[config.mk]
export PLATFORM = sky130hd
export DESIGN_NAME = min_max_uniform_quantizer_core
export DESIGN_NICKNAME = d
export VERILOG_FILES = /design/src/hdl/mmuq_pkg.sv /design/src/hdl/min_max_uniform_quantizer_core.sv /design/src/hdl/mmuq_front.sv /design/src/hdl/mmuq_back.sv
export VERILOG_INCLUDE_DIRS = /design/src /design/src/hdl
export SDC_FILE = /design/constraint.sdc
export NUM_CORES = 1
export LEC_CHECK = 0
export ABC_AREA = 1
export ABC_CLOCK_PERIOD_IN_PS = 6600
export BUFFER_PORTS_ARGS = -buffer_cell sky130_fd_sc_hd__buf_2
export CAP_MARGIN = 40
export CORE_AREA = 2 2 326 328
export CTS_CLUSTER_SIZE = 10
export DETAILED_ROUTE_END_ITERATION = 12
export DIE_AREA = 0 0 328 330
export PLACE_DENSITY_LB_ADDON = 0.08
export SLEW_MARGIN = 30
export SYNTH_ARGS = -nofsm -noshare
export SYNTH_HDL_FRONTEND = slang
export SYNTH_HIERARCHICAL = 1
export SYNTH_SLANG_ARGS = --single-unit
[constraint.sdc]
create_clock -name clk_i -period 6.6 [get_ports clk_i]
set_input_delay 0.33 -clock clk_i [delete_from_list [all_inputs] [get_ports clk_i]]
set_output_delay 0.33 -clock clk_i [all_outputs]
set_load 0.02 [all_outputs]
[src/hdl/assert_macros.svh]
// Assertion macros shared by the RTL
`ifndef ASSERT_MACROS_SVH
`define ASSERT_MACROS_SVH

// Concurrent assertion under the active-low reset
`define ASSERT_RST(label, clk, rstn, prop, msg) \
  label: assert property (@(posedge clk) disable iff (!rstn) prop) else $error(msg);

// Concurrent assertion without a reset qualifier
`define ASSERT_ALWAYS(label, clk, prop, msg) \
  label: assert property (@(posedge clk) prop) else $error(msg);

`endif

[src/hdl/mmuq_pkg.sv]
// ---------------------------------------------------------------------------
// mmuq_pkg: shared types and constants
// Payload structs, level limits, function codes and the front/back enums.
// ---------------------------------------------------------------------------
package mmuq_pkg;

  localparam int unsigned SampleW = 16;
  localparam int unsigned CfgW    = 9;
  localparam int unsigned LevelW  = 8;
  localparam logic [CfgW-1:0] LevelsReset = 9'd8;
  localparam logic [CfgW-1:0] MaxLevels   = 9'd256;

  localparam logic FuncObserve  = 1'b0;
  localparam logic FuncQuantize = 1'b1;

  typedef struct packed {
    logic               func;
    logic signed [SampleW-1:0] sample;
    logic               start_req;
  } in_word_t;

  typedef struct packed {
    logic [LevelW-1:0]          level;
    logic signed [SampleW-1:0]  recon_value;
    logic                       out_of_range;
    logic                       flat;
  } out_word_t;

  // Classification done in the front part
  typedef enum logic [1:0] {
    CLS_FLAT  = 2'd0,
    CLS_BELOW = 2'd1,
    CLS_ABOVE = 2'd2,
    CLS_INNER = 2'd3
  } cls_e;

  typedef enum logic [1:0] {
    BK_IDLE = 2'd0,
    BK_DIV1 = 2'd1,
    BK_DIV2 = 2'd2,
    BK_OUT  = 2'd3
  } bk_state_e;

endpackage

[src/hdl/min_max_uniform_quantizer_core.sv]
// ---------------------------------------------------------------------------
// min_max_uniform_quantizer_core: min/max uniform quantizer
// Tracks a signed sample range and maps samples onto evenly spaced levels.
// ---------------------------------------------------------------------------
// channel  | handshake                 | payload
// ---------+---------------------------+--------------------------------
// input    | in_valid_i / in_ready_o   | in_word_i  (func, sample, start_req)
// output   | out_valid_o / out_ready_i | out_word_o (level, recon, oor, flat)
// config   | cfg_we_i                  | cfg_data_i (num_levels)
//
// Observe words update the tracked range and give no result.
// A quantize word inside the range passes the command slot into the back engine,
// which runs two 27-step restoring divides at one quotient bit per cycle with one
// setup step between; out_valid_o rises when the second divide ends.
// Flat or out-of-range words skip the divides: out_valid_o rises once the back engine takes them from the slot.
// A one-entry command slot parts front and back; each stalls on its own.
// Reset clears the range (min = max = 0, no range) and num_levels to 8.
// ---------------------------------------------------------------------------
`include "assert_macros.svh"

module min_max_uniform_quantizer_core (
  input  logic                 clk_i,
  input  logic                 rst_ni,
  input  logic                 in_valid_i,
  output logic                 in_ready_o,
  input  mmuq_pkg::in_word_t   in_word_i,
  output logic                 out_valid_o,
  input  logic                 out_ready_i,
  output mmuq_pkg::out_word_t  out_word_o,
  input  logic                 cfg_we_i,
  input  logic [8:0]           cfg_data_i
);
  import mmuq_pkg::*;

  localparam int unsigned LW = LevelW;
  localparam int unsigned MaxL1 = 32'(MaxLevels) - 32'd1;

  logic [CfgW-1:0] lv_q;
  logic [LW-1:0]   l1;
  logic [CfgW-1:0] lv_eff;
  logic            cv, cr;
  logic [1:0]      ccls;
  logic [SampleW:0] cd, cw;
  logic signed [SampleW-1:0] cmn, cmx, rc;
  logic [LW-1:0]   cl1, lvl;
  logic            oor, flt;

  always_ff @(posedge clk_i or negedge rst_ni) begin
    if (!rst_ni) begin
      lv_q <= LevelsReset;
    end else if (cfg_we_i) begin
      lv_q <= cfg_data_i;
    end
  end

  // Clamp to [2, MaxLevels]
  always_comb begin
    lv_eff = lv_q;
    if (lv_q < CfgW'(2)) lv_eff = CfgW'(2);
    if (lv_q > MaxLevels) lv_eff = MaxLevels;
    l1 = LW'(lv_eff - CfgW'(1));
  end

  mmuq_front #(.SW(SampleW), .LW(LW)) u_front (
    .clk_i, .rst_ni, .in_valid_i, .in_ready_o,
    .func_i(in_word_i.func), .sample_i(in_word_i.sample),
    .start_req_i(in_word_i.start_req), .l1_i(l1),
    .cmd_valid_o(cv), .cmd_ready_i(cr), .cmd_cls_o(ccls), .cmd_d_o(cd),
    .cmd_w_o(cw), .cmd_min_o(cmn), .cmd_max_o(cmx), .cmd_l1_o(cl1)
  );

  mmuq_back #(.SW(SampleW), .LW(LW)) u_back (
    .clk_i, .rst_ni, .cmd_valid_i(cv), .cmd_ready_o(cr), .cmd_cls_i(ccls),
    .cmd_d_i(cd), .cmd_w_i(cw), .cmd_min_i(cmn), .cmd_max_i(cmx),
    .cmd_l1_i(cl1), .out_valid_o, .out_ready_i, .level_o(lvl), .recon_o(rc),
    .oor_o(oor), .flat_o(flt)
  );

  assign out_word_o = '{level: lvl, recon_value: rc, out_of_range: oor, flat: flt};

  // Assertions
  `ASSERT_RST(a_flat_level0, clk_i, rst_ni, out_valid_o && flt |-> lvl == '0, "flat, level")
  `ASSERT_RST(a_flat_no_oor, clk_i, rst_ni, out_valid_o |-> !(flt && oor), "flat and oor")
  `ASSERT_RST(a_level_cap, clk_i, rst_ni, out_valid_o |-> 32'(lvl) <= MaxL1, "level cap")

endmodule

[src/hdl/mmuq_front.sv]
// ---------------------------------------------------------------------------
// mmuq_front: range tracker and classifier
// Updates min/max on observe words; classifies quantize words into a command.
// ---------------------------------------------------------------------------
module mmuq_front #(
  parameter int unsigned SW = 16,
  parameter int unsigned LW = 8
) (
  input  logic                     clk_i,
  input  logic                     rst_ni,
  input  logic                     in_valid_i,
  output logic                     in_ready_o,
  input  logic                     func_i,
  input  logic signed [SW-1:0]     sample_i,
  input  logic                     start_req_i,
  input  logic [LW-1:0]            l1_i,
  output logic                     cmd_valid_o,
  input  logic                     cmd_ready_i,
  output logic [1:0]               cmd_cls_o,
  output logic [SW:0]              cmd_d_o,
  output logic [SW:0]              cmd_w_o,
  output logic signed [SW-1:0]     cmd_min_o,
  output logic signed [SW-1:0]     cmd_max_o,
  output logic [LW-1:0]            cmd_l1_o
);
  import mmuq_pkg::*;

  logic signed [SW-1:0] min_q, max_q;
  logic                 rv_q;
  logic                 cv_q;
  cls_e                 cls_q, cls_d;
  logic [SW:0]          d_q, w_q;
  logic signed [SW-1:0] mn_q, mx_q;
  logic [LW-1:0]        l1_q;
  logic                 acc;

  // Slot frees when the back engine takes it
  assign in_ready_o = !cv_q || cmd_ready_i;
  assign acc = in_valid_i && in_ready_o;

  always_comb begin
    if (!rv_q || (max_q == min_q)) begin
      cls_d = CLS_FLAT;
    end else if (sample_i < min_q) begin
      cls_d = CLS_BELOW;
    end else if (sample_i > max_q) begin
      cls_d = CLS_ABOVE;
    end else begin
      cls_d = CLS_INNER;
    end
  end

  always_ff @(posedge clk_i or negedge rst_ni) begin
    if (!rst_ni) begin
      min_q <= '0;
      max_q <= '0;
      rv_q  <= 1'b0;
      cv_q  <= 1'b0;
      cls_q <= CLS_FLAT;
    end else begin
      if (acc && func_i == FuncQuantize) begin
        cv_q <= 1'b1;
      end else if (cmd_ready_i) begin
        cv_q <= 1'b0;
      end
      if (acc) begin
        if (func_i == FuncObserve) begin
          rv_q <= 1'b1;
          if (start_req_i || !rv_q) begin
            min_q <= sample_i;
            max_q <= sample_i;
          end else begin
            if (sample_i < min_q) min_q <= sample_i;
            if (sample_i > max_q) max_q <= sample_i;
          end
        end else begin
          cls_q <= cls_d;
        end
      end
    end
  end

  always_ff @(posedge clk_i) begin
    if (acc && func_i == FuncQuantize) begin
      d_q  <= {sample_i[SW-1], sample_i} - {min_q[SW-1], min_q};
      w_q  <= {max_q[SW-1], max_q} - {min_q[SW-1], min_q};
      mn_q <= min_q;
      mx_q <= max_q;
      l1_q <= l1_i;
    end
  end

  assign cmd_valid_o = cv_q;
  assign cmd_cls_o   = cls_q;
  assign cmd_d_o     = d_q;
  assign cmd_w_o     = w_q;
  assign cmd_min_o   = mn_q;
  assign cmd_max_o   = mx_q;
  assign cmd_l1_o    = l1_q;

endmodule

[src/hdl/mmuq_back.sv]
// ---------------------------------------------------------------------------
// mmuq_back: level and reconstruction engine
// Two restoring divisions for in-range samples, one quotient bit per cycle, then an output reg.
// ---------------------------------------------------------------------------
module mmuq_back #(
  parameter int unsigned SW = 16,
  parameter int unsigned LW = 8
) (
  input  logic                     clk_i,
  input  logic                     rst_ni,
  input  logic                     cmd_valid_i,
  output logic                     cmd_ready_o,
  input  logic [1:0]               cmd_cls_i,
  input  logic [SW:0]              cmd_d_i,
  input  logic [SW:0]              cmd_w_i,
  input  logic signed [SW-1:0]     cmd_min_i,
  input  logic signed [SW-1:0]     cmd_max_i,
  input  logic [LW-1:0]            cmd_l1_i,
  output logic                     out_valid_o,
  input  logic                     out_ready_i,
  output logic [LW-1:0]            level_o,
  output logic signed [SW-1:0]     recon_o,
  output logic                     oor_o,
  output logic                     flat_o
);
  import mmuq_pkg::*;

  // Numerators fit in NW bits: 2*W*L1 + W
  localparam int unsigned NW = SW + LW + 3;
  localparam int unsigned CW = $clog2(NW + 1);

  bk_state_e st_q, st_d;
  logic [NW-1:0] num_q, num_d;   // dividend bits shift out, quotient bits shift in
  logic [NW-1:0] rem_q, rem_d;
  logic [NW-1:0] den_q, den_d;
  logic [CW-1:0] cnt_q, cnt_d;
  logic [SW:0]   w_q;
  logic [LW-1:0] l1_q, lvl_q, lvl_d;
  logic signed [SW-1:0] mn_q, rc_q, rc_d;
  logic          oor_q, flat_q, oor_d, flat_d;
  logic          ov_q, ov_d;
  logic [NW-1:0] trial;
  logic          fit;
  logic [NW-1:0] prod_dl;
  logic [NW-1:0] prod_wl;

  assign trial = {rem_q[NW-2:0], num_q[NW-1]};
  assign fit   = trial >= den_q;
  assign prod_dl = NW'(cmd_d_i) * NW'(cmd_l1_i);
  assign prod_wl = NW'(w_q) * NW'(lvl_q);

  assign cmd_ready_o = (st_q == BK_IDLE) && !ov_q;

  always_comb begin
    st_d   = st_q;
    num_d  = num_q;
    rem_d  = rem_q;
    den_d  = den_q;
    cnt_d  = cnt_q;
    lvl_d  = lvl_q;
    rc_d   = rc_q;
    oor_d  = oor_q;
    flat_d = flat_q;
    ov_d   = ov_q;
    if (ov_q && out_ready_i) ov_d = 1'b0;
    case (st_q)
      BK_IDLE: begin
        if (cmd_valid_i && !ov_q) begin
          lvl_d  = '0;
          rc_d   = cmd_min_i;
          oor_d  = 1'b0;
          flat_d = 1'b0;
          case (cls_e'(cmd_cls_i))
            CLS_FLAT:  begin flat_d = 1'b1; ov_d = 1'b1; end
            CLS_BELOW: begin oor_d = 1'b1; ov_d = 1'b1; end
            CLS_ABOVE: begin
              oor_d = 1'b1; lvl_d = cmd_l1_i; rc_d = cmd_max_i; ov_d = 1'b1;
            end
            default: begin
              num_d = (prod_dl << 1) + NW'(cmd_w_i) - NW'(1);
              den_d = NW'(cmd_w_i) << 1;
              rem_d = '0;
              cnt_d = CW'(NW);
              st_d  = BK_DIV1;
            end
          endcase
        end
      end
      BK_DIV1, BK_DIV2: begin
        rem_d = fit ? trial - den_q : trial;
        num_d = {num_q[NW-2:0], fit};
        cnt_d = cnt_q - CW'(1);
        if (cnt_q == CW'(1)) begin
          if (st_q == BK_DIV1) begin
            lvl_d = num_d[LW-1:0];
            st_d  = BK_OUT;
          end else begin
            rc_d  = mn_q + SW'(num_d);
            ov_d  = 1'b1;
            st_d  = BK_IDLE;
          end
        end
      end
      BK_OUT: begin
        // Set up reconstruction divide
        num_d = (prod_wl << 1) + NW'(l1_q);
        den_d = NW'(l1_q) << 1;
        rem_d = '0;
        cnt_d = CW'(NW);
        st_d  = BK_DIV2;
      end
      default: st_d = BK_IDLE;
    endcase
  end

  always_ff @(posedge clk_i or negedge rst_ni) begin
    if (!rst_ni) begin
      st_q <= BK_IDLE;
      ov_q <= 1'b0;
    end else begin
      st_q <= st_d;
      ov_q <= ov_d;
    end
  end

  always_ff @(posedge clk_i) begin
    num_q  <= num_d;
    rem_q  <= rem_d;
    den_q  <= den_d;
    cnt_q  <= cnt_d;
    lvl_q  <= lvl_d;
    rc_q   <= rc_d;
    oor_q  <= oor_d;
    flat_q <= flat_d;
    if (st_q == BK_IDLE && cmd_valid_i && !ov_q) begin
      w_q  <= cmd_w_i;
      l1_q <= cmd_l1_i;
      mn_q <= cmd_min_i;
    end
  end

  assign out_valid_o = ov_q;
  assign level_o     = lvl_q;
  assign recon_o     = rc_q;
  assign oor_o       = oor_q;
  assign flat_o      = flat_q;

endmodule
; ---- After elaboration in Yosys (flattened, before gate mapping)
; Index checks and enable logic that the tools add are counted.
; Widths: inputs -> output; s select.
[classes]
n_eq_ne = 12
n_addsub = 9
n_lt_le_gt_ge = 5
mux = 47
reduce_logical = 33
bitwise = 1
mul = 2
[ops]
columns = op, count
row1 = $mux 16, 8
row2 = $mux 27, 4
row3 = $pmux 27 s3, 1
row4 = $mux 26, 3
row5 = $pmux 26 s3, 1
row6 = $pmux 27 s2, 1
row7 = $mul 17x8->25, 2
row8 = $mux 8, 6
row9 = $sub 16x16->17, 2
row10 = $pmux 16 s2, 1
row11 = $add 26x17->27, 1
row12 = $add 26x8->27, 1
row13 = $ge 27x27->1, 1
row14 = $sub 27x1->27 const B, 1
row15 = $sub 26x26->26, 1
row16 = $add 16x16->16, 1
row17 = $eq 16x16->1, 1
row18 = $gt 16x16->1, 1
row19 = $lt 16x16->1, 1
row20 = $pmux 8 s2, 1
row21 = $pmux 5 s3, 1
row22 = $mux 2, 6
row23 = $reduce_and 3->1, 4
row24 = $mux 1, 10
row25 = other kinds (22), 49
[totals]
reg_bits = 274
output_inout_bits = 28

; ---- Longest topological paths before layout
; Gate-level depths: netlist of run 1.
[depth]
depth_word = 6
depth_mapped = 35
ltp_nobuf = 34

; ---- Cells and area by module
; Netlist of run 1, hierarchy kept.
[by_module_without_submodules]
columns = module, cells_each, area_each_um2, instances, seq_area_each_um2
row1 = mmuq_back, 2715, 19731.4, 1, 4339.2
row2 = mmuq_front, 566, 5751.8, 1, 3123.0
row3 = min_max_uniform_quantizer_core, 80, 598.1, 1, 226.5

; ---- Worst setup path after synthesis of run 1
; Ideal clock, no wire load.
[synth_path]
kind = register to register
startpoint = register u_front.l1_q[7], in the netlist u_front/cmd_l1_o[7]
endpoint = register u_back.num_q[25], data pin
setup_ns = 0.252
arrival_time_ns = 5.784
synth_period_minus_slack_ns = 6.036
path_slack_ns = 0.564
path_stages_with_launch = 34
required_time_ns = 6.348
cell_sequence = edfxtp_1 clkbuf_1 clkbuf_1 nand2_1 fa_1 fa_1 inv_1 fa_1 inv_1 fa_1 inv_1 ha_1 nand2_1 inv_1 nand2_1 nand2_1 nand2_1 nand3_1 xnor2_1 ha_1 inv_1 ha_1 nand2_1 nor2_1 nand4_1 o21ai_0 a21o_1 nand2_1 nand2_1 nand2_1 nand3_1 nand2_1 nand2_1 nand2_1
[synth_via]
elab_chain_cells = 6
[synth_rtl]
columns = element, line_no
row1 = "start, declared", mmuq_front.sv:34  ; logic [LW-1:0] l1_q;
row2 = "start signal, assigned", mmuq_front.sv:89  ; l1_q <= l1_i;
row3 = $mul 17x8->25, mmuq_back.sv:49  ; assign prod_dl = NW'(cmd_d_i) * NW'(cmd_l1_i);
row4 = $add 26x17->27, mmuq_back.sv:80  ; num_d = (prod_dl << 1) + NW'(cmd_w_i) - NW'(1);
row5 = $sub 27x1->27, mmuq_back.sv:80
row6 = $mux 27, mmuq_back.sv:73  ; case (cls_e'(cmd_cls_i))
row7 = $mux 27, mmuq_back.sv:68  ; if (cmd_valid_i && !ov_q) begin
row8 = $pmux 27 s3, mmuq_back.sv:66  ; case (st_q)
row9 = named net u_back.num_d[25], mmuq_back.sv:33  ; logic [NW-1:0] num_q, num_d;
row10 = "end signal, assigned", mmuq_back.sv:127  ; num_q <= num_d;
row11 = "end, declared", mmuq_back.sv:33
; The timed path passes the listed nets, and every way through them passes these cells. The select of a mux whose other input is x is not followed.
; A chain may end at the register's enable or synchronous reset.

; ---- Final worst setup path of run 1
[layout_path]
startpoint = register u_front.l1_q[7], in the netlist u_front/cmd_l1_o[7]
endpoint = register u_back.num_q[26], data pin
; The elaborated chain is that of the path after synthesis.

==> flow_metrics.env, run 1 <==
export IMPL_status="finished clean"
export IMPL_cp_buffers_inverters=9
export IMPL_start_util_pct=24.9
export IMPL_fill_cells=11506
export IMPL_synth_warnings=6
export IMPL_chipHeight_um=330
export IMPL_clkLatencyLatePin_ns=0.55
export IMPL_tightest_slew_ns=0.830
export IMPL_syn_nets=3804
export IMPL_clock_skew_final_ns=0.0355
export IMPL_dpl_instance_area_sq_um=28000
export IMPL_port_buffers=59
export IMPL_min_delay_worst_endpoint="u_front/rv_q"
export IMPL_min_period_over_period_pct=94.1
export IMPL_first_iter_violations=1011
export IMPL_clockBufferDepth=3
export IMPL_max_slew_margin_rel_pct=44.1
export IMPL_whs_path_depth=2
export IMPL_post_route_cells_drive_above_1_share_pct=7.43
export IMPL_die_width_um=328
export IMPL_min_path_type="in2reg"
export IMPL_route_final_wire_length_um=83300
export IMPL_synth_edff_count=216
export IMPL_hold_start="in_word_i[17]"
export IMPL_max_cap_violations=0
export IMPL_synth_distinct_cells=65
export IMPL_crit_reg2reg_launch="u_front/cmd_l1_o[7]"
export IMPL_critical_path_required_ns=6.89
export IMPL_multi_input_comb_area_sq_um=15100
export IMPL_synth_cell_area_sq_um=26100
export IMPL_htreeDepth=2
export IMPL_fin_setup_tns_ns=0
export IMPL_maxSlewViolCount=0
export IMPL_timing_reg2reg_worst_path_depth=30
export IMPL_synth_avg_cell_area_sq_um=7.76
export IMPL_worst_endpoint_arrival_ns=6.50
export IMPL_hold_violations=0
export IMPL_postLayoutCellArea_sq_um=29500
export IMPL_final_seq_area_sq_um=7690
export IMPL_dr_total_vias=20644
export IMPL_syn_inst=3361
export IMPL_async_flop_share_pct=18.2
export IMPL_ant_nets=0
export IMPL_critical_path_startpoint="u_front/cmd_l1_o[7]"
export IMPL_worst_r2r_endpoint="u_back/num_q[26]"
export IMPL_final_nets=3863
export IMPL_drt_pass1_iterations=5
export IMPL_timing_final_crit_period_ns=6.21
export IMPL_clock_sink_count=264
export IMPL_syn2layout_area_growth_pct=13.1
export IMPL_crit_path_end_kind="flip-flop"
export IMPL_achievable_frequency_mhz=161
export IMPL_synth_sequential_area_ratio_pct=29.5
export IMPL_antenna_violations_before_repair=3
export IMPL_cts_inserted_buffers=37
export IMPL_slowest_stage="sky130_fd_sc_hd__fa_1"
export IMPL_critical_path_most_common_cell="sky130_fd_sc_hd__nand2_1"
export IMPL_site_row_count=119
export IMPL_cts_tree="done"
export IMPL_root_cell_of_the_clock_tree="sky130_fd_sc_hd__clkbuf_16"
export IMPL_grt_first_pass_wirelength_um=131000
export IMPL_dp_hpwl_um=67900
export IMPL_die_area_sq_um=108000
export IMPL_ys_seq_elements=264
export IMPL_commonest_non_fill_non_tap_cell_in_the_layout="sky130_fd_sc_hd__nand2_1"
export IMPL_grt_pass1_vias=21879
export IMPL_grt_util_all_layers_pct=15.7
export IMPL_preCtsSetupSlack_ns=0.0999
export IMPL_cpPeakStageDelay_ns=0.55
export IMPL_avgViaCountPerCell=4.27
export IMPL_commonest_non_fill_non_tap_cells_in_the_layout="sky130_fd_sc_hd__nand2_1, sky130_fd_sc_hd__inv_1, sky130_fd_sc_hd__ha_1"
export IMPL_cp_max_fo=6
export IMPL_detail_route_drc_violations=0
export IMPL_synth_ff_type="sky130_fd_sc_hd__edfxtp_1"
export IMPL_final_estimated_routing_congestion_in_global_placement=0.839
export IMPL_io_pins=60
export IMPL_path_delay_family="adder cells"
export IMPL_report_final_setup_viol=0
export IMPL_clk_transition_reported_paths_ns=0.06
export IMPL_grt_start_max_net_pins=50
export IMPL_worst_setup_path_start_kind="flip-flop"
export IMPL_fin_ws_ns=0.386
export IMPL_worst_setup_path_type="reg2reg"
export IMPL_detail_route_wl_per_cell_um=17.2
export IMPL_grt_overflow_total=0
export IMPL_reg2reg_slack_ns=0.39
export IMPL_area_inside_the_core_boundary_sq_um=105000
worst max-delay path by stage:
stage / to / cells after the start
after floorplan: u_back/num_q[25] / 33
after global placement: u_back/num_q[24] / 30
after detailed placement: u_back/num_q[24] / 30
after CTS: u_back/num_q[24] / 30
after global routing: u_back/num_q[23] / 30
final: u_back/num_q[26] / 30
sequential cells by signal (all words and copies together), names as in the netlist, 2 cells and up:
register           count
u_back/num_q          27
u_back/rem_q          26
u_back/den_q          17
u_back/w_q            17
u_front/cmd_d_o       17
u_front/cmd_w_o       17
u_back/mn_q           16
u_back/recon_o        16
u_front/cmd_max_o     16
u_front/cmd_min_o     16
u_front/max_q         16
u_front/min_q         16
lv_q                   9
u_back/l1_q            8
u_back/level_o         8
u_front/cmd_l1_o       8
u_back/cnt_q           5
u_back/st_q            2
u_front/cmd_cls_o      2
area by class of cell:
| cell class | count | share of cell area (%) |
|---|---|---|
| Clock inverter | 13 | 0.428 |
| Clock buffer | 53 | 3.55 |
| Timing Repair Buffer | 127 | 3.03 |
| Multi-Input combinational cell | 2225 | 51.3 |
| Sequential cell | 264 | 26.1 |
| Antenna cell | 2 | 0.0170 |
| Inverter | 765 | 9.73 |
| Tap cell | 1391 | 5.90 |
cell families (layout without fill, tap and decap cells):
kind of cell    after synthesis  count (layout)  share of synthesized area [%]
flops                       264             264                           29.5
compound gates              419             419                           8.80
buf+inv                     872             958                           12.8
xor+xnor                     86              86                           2.95
other cells                   0               2                              0
mux                           4               4                          0.173
fa+ha+maj                   411             411                           25.1
simple gates               1305            1305                           20.7
through the flow:
step / std cells / hold slack (ns) / util (%)
floorplan: 3361 / 0.0344 / -
CTS: 4819 / 0.0119 / 28.0
global route: 4838 / 0.0405 / 28.2
detailed placement: 4744 / 0.439 / 26.8
global placement: 4741 / 0.432 / 26.7
finish: 4840 / 0.0371 / 28.2
per-layer routing:
metal	vias to the layer above	share of wire, %	GRT usage, %	routed length, um
met5	-	0.014	0	12
met4	2	1.9	3.41	1550
met3	73	2.6	1.54	2180
met2	210	46	26.6	38700
met1	9762	49	21.7	40900
li1	10597	-	-	-
Yosys cell counts, types with 3 or more instances:
| cell | count | area, sq um |
|---|---|---|
| sky130_fd_sc_hd__a211oi_1 | 8 | 60.1 |
| sky130_fd_sc_hd__mux2_2 | 4 | 45.0 |
| sky130_fd_sc_hd__ha_1 | 225 | 2820 |
| sky130_fd_sc_hd__o21ai_1 | 16 | 80.1 |
| sky130_fd_sc_hd__buf_4 | 4 | 30.0 |
| sky130_fd_sc_hd__a31oi_1 | 6 | 37.5 |
| sky130_fd_sc_hd__o21a_1 | 6 | 45.0 |
| sky130_fd_sc_hd__nand2_4 | 3 | 33.8 |
| sky130_fd_sc_hd__o2111ai_1 | 3 | 26.3 |
| sky130_fd_sc_hd__nor2_1 | 178 | 668 |
| sky130_fd_sc_hd__or2_2 | 8 | 50.1 |
| sky130_fd_sc_hd__buf_1 | 16 | 60.1 |
| sky130_fd_sc_hd__nand2_1 | 870 | 3270 |
| sky130_fd_sc_hd__fa_1 | 186 | 3720 |
| sky130_fd_sc_hd__o211ai_1 | 4 | 30.0 |
| sky130_fd_sc_hd__inv_1 | 761 | 2860 |
| sky130_fd_sc_hd__a21boi_0 | 5 | 37.5 |
| sky130_fd_sc_hd__edfxtp_1 | 216 | 6490 |
| sky130_fd_sc_hd__nand3b_1 | 5 | 37.5 |
| sky130_fd_sc_hd__o21ai_0 | 128 | 641 |
| sky130_fd_sc_hd__nor3_1 | 22 | 110 |
| sky130_fd_sc_hd__nand3_2 | 6 | 60.1 |
| sky130_fd_sc_hd__clkbuf_1 | 74 | 278 |
| sky130_fd_sc_hd__xor2_1 | 49 | 429 |
| sky130_fd_sc_hd__and2_1 | 3 | 18.8 |
| sky130_fd_sc_hd__nand3_1 | 136 | 681 |
| sky130_fd_sc_hd__o22ai_1 | 11 | 68.8 |
| sky130_fd_sc_hd__buf_2 | 7 | 35.0 |
| sky130_fd_sc_hd__o21bai_1 | 7 | 52.6 |
| sky130_fd_sc_hd__xnor2_1 | 35 | 307 |
| sky130_fd_sc_hd__nand2_2 | 28 | 175 |
| sky130_fd_sc_hd__nand4_1 | 28 | 175 |
| sky130_fd_sc_hd__a22oi_1 | 4 | 30.0 |
| sky130_fd_sc_hd__inv_2 | 4 | 15.0 |
| sky130_fd_sc_hd__a21oi_1 | 199 | 996 |
| sky130_fd_sc_hd__dfrtp_1 | 47 | 1180 |
| sky130_fd_sc_hd__a21o_1 | 7 | 52.6 |
| sky130_fd_sc_hd__nor2_2 | 8 | 50.1 |
timing repair:
item / CTS / global route
resized for setup: 0 / 11
endpoints found under the hold margin: 55 / 0
setup endpoints to repair: 0 / 11
buffers inserted: 0 / 16
hold buffers: 9 / 0
Power of run 1 is not shown: default switching activity piles up to over one toggle a cycle in this logic, so the estimate is an artifact.
==> run 2: changes to the inputs <==
--- a/config.mk
+++ b/config.mk
@@ -7,14 +7,15 @@
 export NUM_CORES = 1
 export LEC_CHECK = 0
 export ABC_AREA = 1
-export ABC_CLOCK_PERIOD_IN_PS = 6600
+export ABC_CLOCK_PERIOD_IN_PS = 6500
 export BUFFER_PORTS_ARGS = -buffer_cell sky130_fd_sc_hd__buf_2
 export CAP_MARGIN = 40
-export CORE_AREA = 2 2 326 328
+export CORE_AREA = 2 2 232 234
 export CTS_CLUSTER_SIZE = 10
 export DETAILED_ROUTE_END_ITERATION = 12
-export DIE_AREA = 0 0 328 330
+export DIE_AREA = 0 0 234 236
 export PLACE_DENSITY_LB_ADDON = 0.08
+export SKIP_CTS_REPAIR_TIMING = 1
 export SLEW_MARGIN = 30
 export SYNTH_ARGS = -nofsm -noshare
 export SYNTH_HDL_FRONTEND = slang
==> constraint.sdc (replaced) <==
create_clock -name clk_i -period 6.5 [get_ports clk_i]
set_input_delay 0.325 -clock clk_i [delete_from_list [all_inputs] [get_ports clk_i]]
set_output_delay 0.325 -clock clk_i [all_outputs]
set_load 0.02 [all_outputs]
==> run 2 against run 1 <==
Flip-flop and latch count unchanged; sequential share of layout area up 1.0 points; critical path depth down 3; non-clock buffer count down 27; design area down 3.7%; global-route usage up 10 points; count of clock-buffer cells in the layout unchanged; worst hold slack worse by 0.025 ns; wire length down 16%; clock skew down 0.0097 ns.
==> flow_metrics.env, run 2 (synthesis results as in run 1) <==
export IMPL_cpPeakStageDelay_ns=0.56
export IMPL_clk_transition_reported_paths_ns=0.05
export IMPL_multi_input_comb_area_sq_um=15300
export IMPL_io_pins=60
export IMPL_root_cell_of_the_clock_tree="sky130_fd_sc_hd__clkbuf_16"
export IMPL_ant_nets=0
export IMPL_die_width_um=234
export IMPL_clock_sink_count=264
export IMPL_max_slew_margin_rel_pct=45.9
export IMPL_htreeDepth=2
export IMPL_crit_reg2reg_launch="u_front/cmd_l1_o[7]"
export IMPL_endpoint="u_back/num_q[26]"
export IMPL_final_nets=3833
export IMPL_max_cap_violations=0
export IMPL_dpl_instance_area_sq_um=27100
export IMPL_detail_route_wl_per_cell_um=17.1
export IMPL_critical_path_most_common_cell="sky130_fd_sc_hd__nand2_1"
export IMPL_dr_total_vias=21035
export IMPL_route_final_wire_length_um=70300
export IMPL_die_area_sq_um=55200
export IMPL_fin_ws_ns=0.327
export IMPL_clockBufferDepth=3
export IMPL_worst_setup_path_start_kind="flip-flop"
export IMPL_fill_cells=5080
export IMPL_antenna_violations_before_repair=0
export IMPL_slowest_stage="sky130_fd_sc_hd__edfxtp_1"
export IMPL_dp_hpwl_um=56500
export IMPL_cp_max_fo=8
export IMPL_achievable_frequency_mhz=162
export IMPL_maxSlewViolCount=0
export IMPL_diodes=0
export IMPL_final_seq_area_sq_um=7690
export IMPL_holdWs_ns=0.0116
export IMPL_status="finished clean"
export IMPL_min_period_over_period_pct=95.0
export IMPL_critical_path_startpoint="u_front/cmd_l1_o[7]"
export IMPL_reg2reg_slack_ns=0.33
export IMPL_worst_setup_path_type="reg2reg"
export IMPL_avgViaCountPerCell=5.12
export IMPL_timing_reg2reg_worst_path_depth=27
export IMPL_crit_path_end_kind="flip-flop"
export IMPL_start_util_pct=49.1
export IMPL_preCtsSetupSlack_ns=0.0840
export IMPL_reg_largest_list="u_back/num_q (27), u_back/rem_q (26)"
export IMPL_grt_pass1_vias=21385
export IMPL_hold_violations=0
export IMPL_final_estimated_routing_congestion_in_global_placement=0.941
export IMPL_timing_final_crit_period_ns=6.17
export IMPL_worst_r2r_endpoint="u_back/num_q[26]"
export IMPL_min_path_type="in2reg"
export IMPL_commonest_non_fill_non_tap_cells_in_the_layout="sky130_fd_sc_hd__nand2_1, sky130_fd_sc_hd__inv_1, sky130_fd_sc_hd__edfxtp_1"
export IMPL_report_final_setup_viol=0
export IMPL_postLayoutCellArea_sq_um=28400
export IMPL_cts_tree="done"
export IMPL_clock_skew_final_ns=0.0259
export IMPL_grt_util_all_layers_pct=26.1
export IMPL_drt_pass1_iterations=5
export IMPL_post_route_cells_drive_above_1_share_pct=7.71
export IMPL_grt_first_pass_wirelength_um=114000
export IMPL_critical_path_required_ns=6.76
export IMPL_grt_start_max_net_pins=65
export IMPL_grt_overflow_total=0
export IMPL_worst_endpoint_arrival_ns=6.44
export IMPL_clkLatencyLatePin_ns=0.53
export IMPL_area_inside_the_core_boundary_sq_um=53100
export IMPL_commonest_non_fill_non_tap_cell_in_the_layout="sky130_fd_sc_hd__nand2_1"
export IMPL_detail_route_drc_violations=0
export IMPL_site_row_count=85
export IMPL_tightest_slew_ns=0.812
export IMPL_chipHeight_um=236
export IMPL_port_buffers=59
export IMPL_first_iter_violations=1266
export IMPL_cts_inserted_buffers=34
export IMPL_max_flop_register="u_back/num_q"
export IMPL_syn2layout_area_growth_pct=8.94
export IMPL_largest_register_ffs=27
==> run 2: per-stage QoR <==
stage | std cells | utilization [%] | TNS [ns]
2_1_floorplan | 3361 | - | 0
3_5_place_dp | 4040 | 51.0 | 0
4_1_cts | 4098 | 53.0 | 0
5_1_grt | 4108 | 53.5 | -0.0806
6_report | 4108 | 53.5 | 0
3_3_place_gp | 4038 | 50.9 | 0
==> run 2: worst min-delay path by stage <==
stage	cells past startpoint	slack [ns]	start	endpoint
2_1_floorplan	0	0.03	rst_ni	lv_q[0]
5_1_grt	3	0.01	cfg_data_i[0]	lv_q[0]
6_report	3	0.01	cfg_data_i[8]	lv_q[8]
4_1_cts	2	-0.07	rst_ni	u_front/max_q[11]
3_3_place_gp	0	0.44	u_front/cmd_min_o[4]	u_back/mn_q[4]
3_5_place_dp	0	0.45	u_front/cmd_min_o[3]	u_back/mn_q[3]
==> run 2: area by class of cell <==
class                   instances  share of cell area [%]
well taps                     696                    3.07
clock buffers                  53                    3.42
multi-input cells            2225                    53.9
repair buffers                100                    2.23
inverters                     765                    10.1
clock inverters                 5                   0.260
flip-flops and latches        264                    27.1
==> run 2: critical path, delay by kind of cell (launching register included) <==
family,cells,cell delay [ns]
AND/OR/NAND/NOR,12,1.18
buffers and inverters,5,0.42
adder cells (fa/ha/maj),7,3.09
XOR/XNOR,1,0.16
AO/OA/AOI/OAI,2,0.49
flip-flops,1,0.56
==> run 2: per-layer routing <==
metal,wire length [um],track usage (%)
met2,33300,43.8
met3,3150,2.55
met1,32500,36.4
met4,1340,5.79
met5,0,0
Power of run 2 is left out for the same reason.
==> run 3: changes to the inputs <==
--- a/config.mk
+++ b/config.mk
@@ -7,13 +7,13 @@
 export NUM_CORES = 1
 export LEC_CHECK = 0
 export ABC_AREA = 1
-export ABC_CLOCK_PERIOD_IN_PS = 6500
+export ABC_CLOCK_PERIOD_IN_PS = 5000
 export BUFFER_PORTS_ARGS = -buffer_cell sky130_fd_sc_hd__buf_2
 export CAP_MARGIN = 40
-export CORE_AREA = 2 2 232 234
+export CORE_AREA = 2 2 237 239
 export CTS_CLUSTER_SIZE = 10
 export DETAILED_ROUTE_END_ITERATION = 12
-export DIE_AREA = 0 0 234 236
+export DIE_AREA = 0 0 239 241
 export PLACE_DENSITY_LB_ADDON = 0.08
 export SKIP_CTS_REPAIR_TIMING = 1
 export SLEW_MARGIN = 30
==> constraint.sdc (replaced) <==
create_clock -name clk_i -period 5 [get_ports clk_i]
set_input_delay 0.25 -clock clk_i [delete_from_list [all_inputs] [get_ports clk_i]]
set_output_delay 0.25 -clock clk_i [all_outputs]
set_load 0.02 [all_outputs]
==> run 3 against run 2 <==
The run now ends with setup timing left; worst hold slack worse by 0.011 ns; non-clock buffer count increased by 322; first-iteration DRC count rose by 11%; critical path type unchanged; sequential share of layout area fell by 2.9 points; global-route usage is 0.60 points lower; setup slack worse by 0.98 ns.
==> flow_metrics.env, run 3 (synthesis results as in run 1) <==
export IMPL_status="finished with violations"
export IMPL_failed_checks="setup timing"
export IMPL_critical_path_required_ns=5.29
export IMPL_worst_setup_path_start_kind="flip-flop"
export IMPL_grt_first_pass_wirelength_um=115000
export IMPL_setup_repair_after_global_routing_missed_its_margin="true"
export IMPL_syn2layout_area_growth_pct=21.9
export IMPL_clk_transition_reported_paths_ns=0.06
export IMPL_hold_violations=0
export IMPL_clock_skew_final_ns=0.0240
export IMPL_grt_overflow_total=0
export IMPL_commonest_non_fill_non_tap_cell_in_the_layout="sky130_fd_sc_hd__nand2_1"
export IMPL_grt_pass1_vias=21964
export IMPL_fin_setup_tns_ns=-8.73
export IMPL_grt_start_max_net_pins=60
export IMPL_cpPeakStageDelay_ns=0.51
export IMPL_final_nets=4156
export IMPL_slowest_stage="sky130_fd_sc_hd__fa_1"
export IMPL_clock_sink_count=264
export IMPL_max_flop_register="u_back/num_q"
export IMPL_dp_hpwl_um=59500
export IMPL_reg2reg_slack_ns=-0.65
export IMPL_reg_largest_list="u_back/num_q (27), u_back/rem_q (26)"
export IMPL_clkLatencyLatePin_ns=0.55
export IMPL_ant_nets=0
export IMPL_detail_route_wl_per_cell_um=16.5
export IMPL_placed_cells=4343
export IMPL_io_pins=60
export IMPL_htreeDepth=2
export IMPL_dr_total_vias=22337
export IMPL_final_estimated_routing_congestion_in_global_placement=0.894
export IMPL_max_cap_violations=0
export IMPL_antenna_violations_before_repair=0
export IMPL_worst_setup_path_type="reg2reg"
export IMPL_site_row_count=86
export IMPL_report_final_setup_viol=18
export IMPL_maxSlewViolCount=0
export IMPL_fin_ws_ns=-0.653
export IMPL_crit_path_end_kind="flip-flop"
export IMPL_drt_pass1_iterations=5
export IMPL_start_util_pct=47.5
export IMPL_root_cell_of_the_clock_tree="sky130_fd_sc_hd__clkbuf_16"
export IMPL_avgViaCountPerCell=5.03
export IMPL_max_slew_margin_rel_pct=46.1
export IMPL_grt_util_all_layers_pct=25.5
export IMPL_final_instance_count_excl_fill=4438
export IMPL_route_final_wire_length_um=73100
export IMPL_die_area_sq_um=57600
export IMPL_min_period_over_period_pct=113
export IMPL_chipHeight_um=241
export IMPL_area_inside_the_core_boundary_sq_um=54900
export IMPL_first_iter_violations=1408
export IMPL_largest_register_ffs=27
export IMPL_worst_endpoint_arrival_ns=5.94
export IMPL_clockBufferDepth=3
export IMPL_tightest_slew_ns=0.806
export IMPL_cp_max_fo=5
export IMPL_post_route_cells_drive_above_1_share_pct=19.6
export IMPL_timing_final_crit_period_ns=5.65
export IMPL_critical_path_most_common_cell="sky130_fd_sc_hd__nand2_1"
export IMPL_port_buffers=59
export IMPL_detail_route_drc_violations=0
export IMPL_min_path_type="in2reg"
export IMPL_cts_tree="done"
export IMPL_achievable_frequency_mhz=177
export IMPL_die_width_um=239
export IMPL_cts_inserted_buffers=35
export IMPL_commonest_non_fill_non_tap_cells_in_the_layout="sky130_fd_sc_hd__nand2_1, sky130_fd_sc_hd__inv_1, sky130_fd_sc_hd__buf_4"
## run 3: layer usage
metal	share of wire (%)	GRT usage [%]	up-vias
met1	45	34.2	10597
met2	48	43.3	490
met5	0	0	-
met3	4.3	2.75	90
li1	-	-	11160
met4	3.0	8.20	0
## run 3: path summary, 6_finish.rpt
path | start | end | depth (start not counted)
worst max-delay path | u_front/cmd_l1_o[5] | u_back/num_q[23] | 32
worst min-delay path | in_word_i[5] | u_front/min_q[4] | 3
worst max register to register | u_front/cmd_l1_o[5] | u_back/num_q[23] | 32
worst min register to register | u_front/cmd_min_o[4] | u_back/mn_q[4] | 0
max in group asynchronous | rst_ni | lv_q[7] | 3
min in group asynchronous | rst_ni | u_front/max_q[14] | 3
## run 3: layout make-up
type                            instances  area, sq um
Sequential cell                       264         7690
Fill cell                            5060        23100
Multi-Input combinational cell       2225        16100
Clock inverter                         10         71.3
Antenna cell                            1         2.50
Timing Repair Buffer                  422         3250
Clock buffer                           47          931
Tap cell                              704          881
Inverter                              765         2870
## run 3: per-stage QoR
stage | hold slack [ns] | setup WS, ns | instance area, sq um | util [%]
finish | 0.000216 | -0.653 | 31800 | 58.0
global route | 0.00554 | -0.973 | 31800 | 57.9
CTS | -0.178 | -0.828 | 30900 | 56.3
detailed placement | 0.402 | -0.785 | 29900 | 54.4
global placement | 0.395 | -0.727 | 29800 | 54.4
floorplan | -0.0456 | -0.466 | 26700 | -
## run 3: worst max-delay path, delay by kind of cell, from the launching register on
kind | cells | cell delay (ns)
buf+inv | 6 | 0.44
compound gates | 5 | 0.64
flops | 1 | 0.48
fa+ha+maj | 7 | 2.75
simple gates | 12 | 0.80
xor+xnor | 2 | 0.28
Power of run 3 is left out for the same reason.
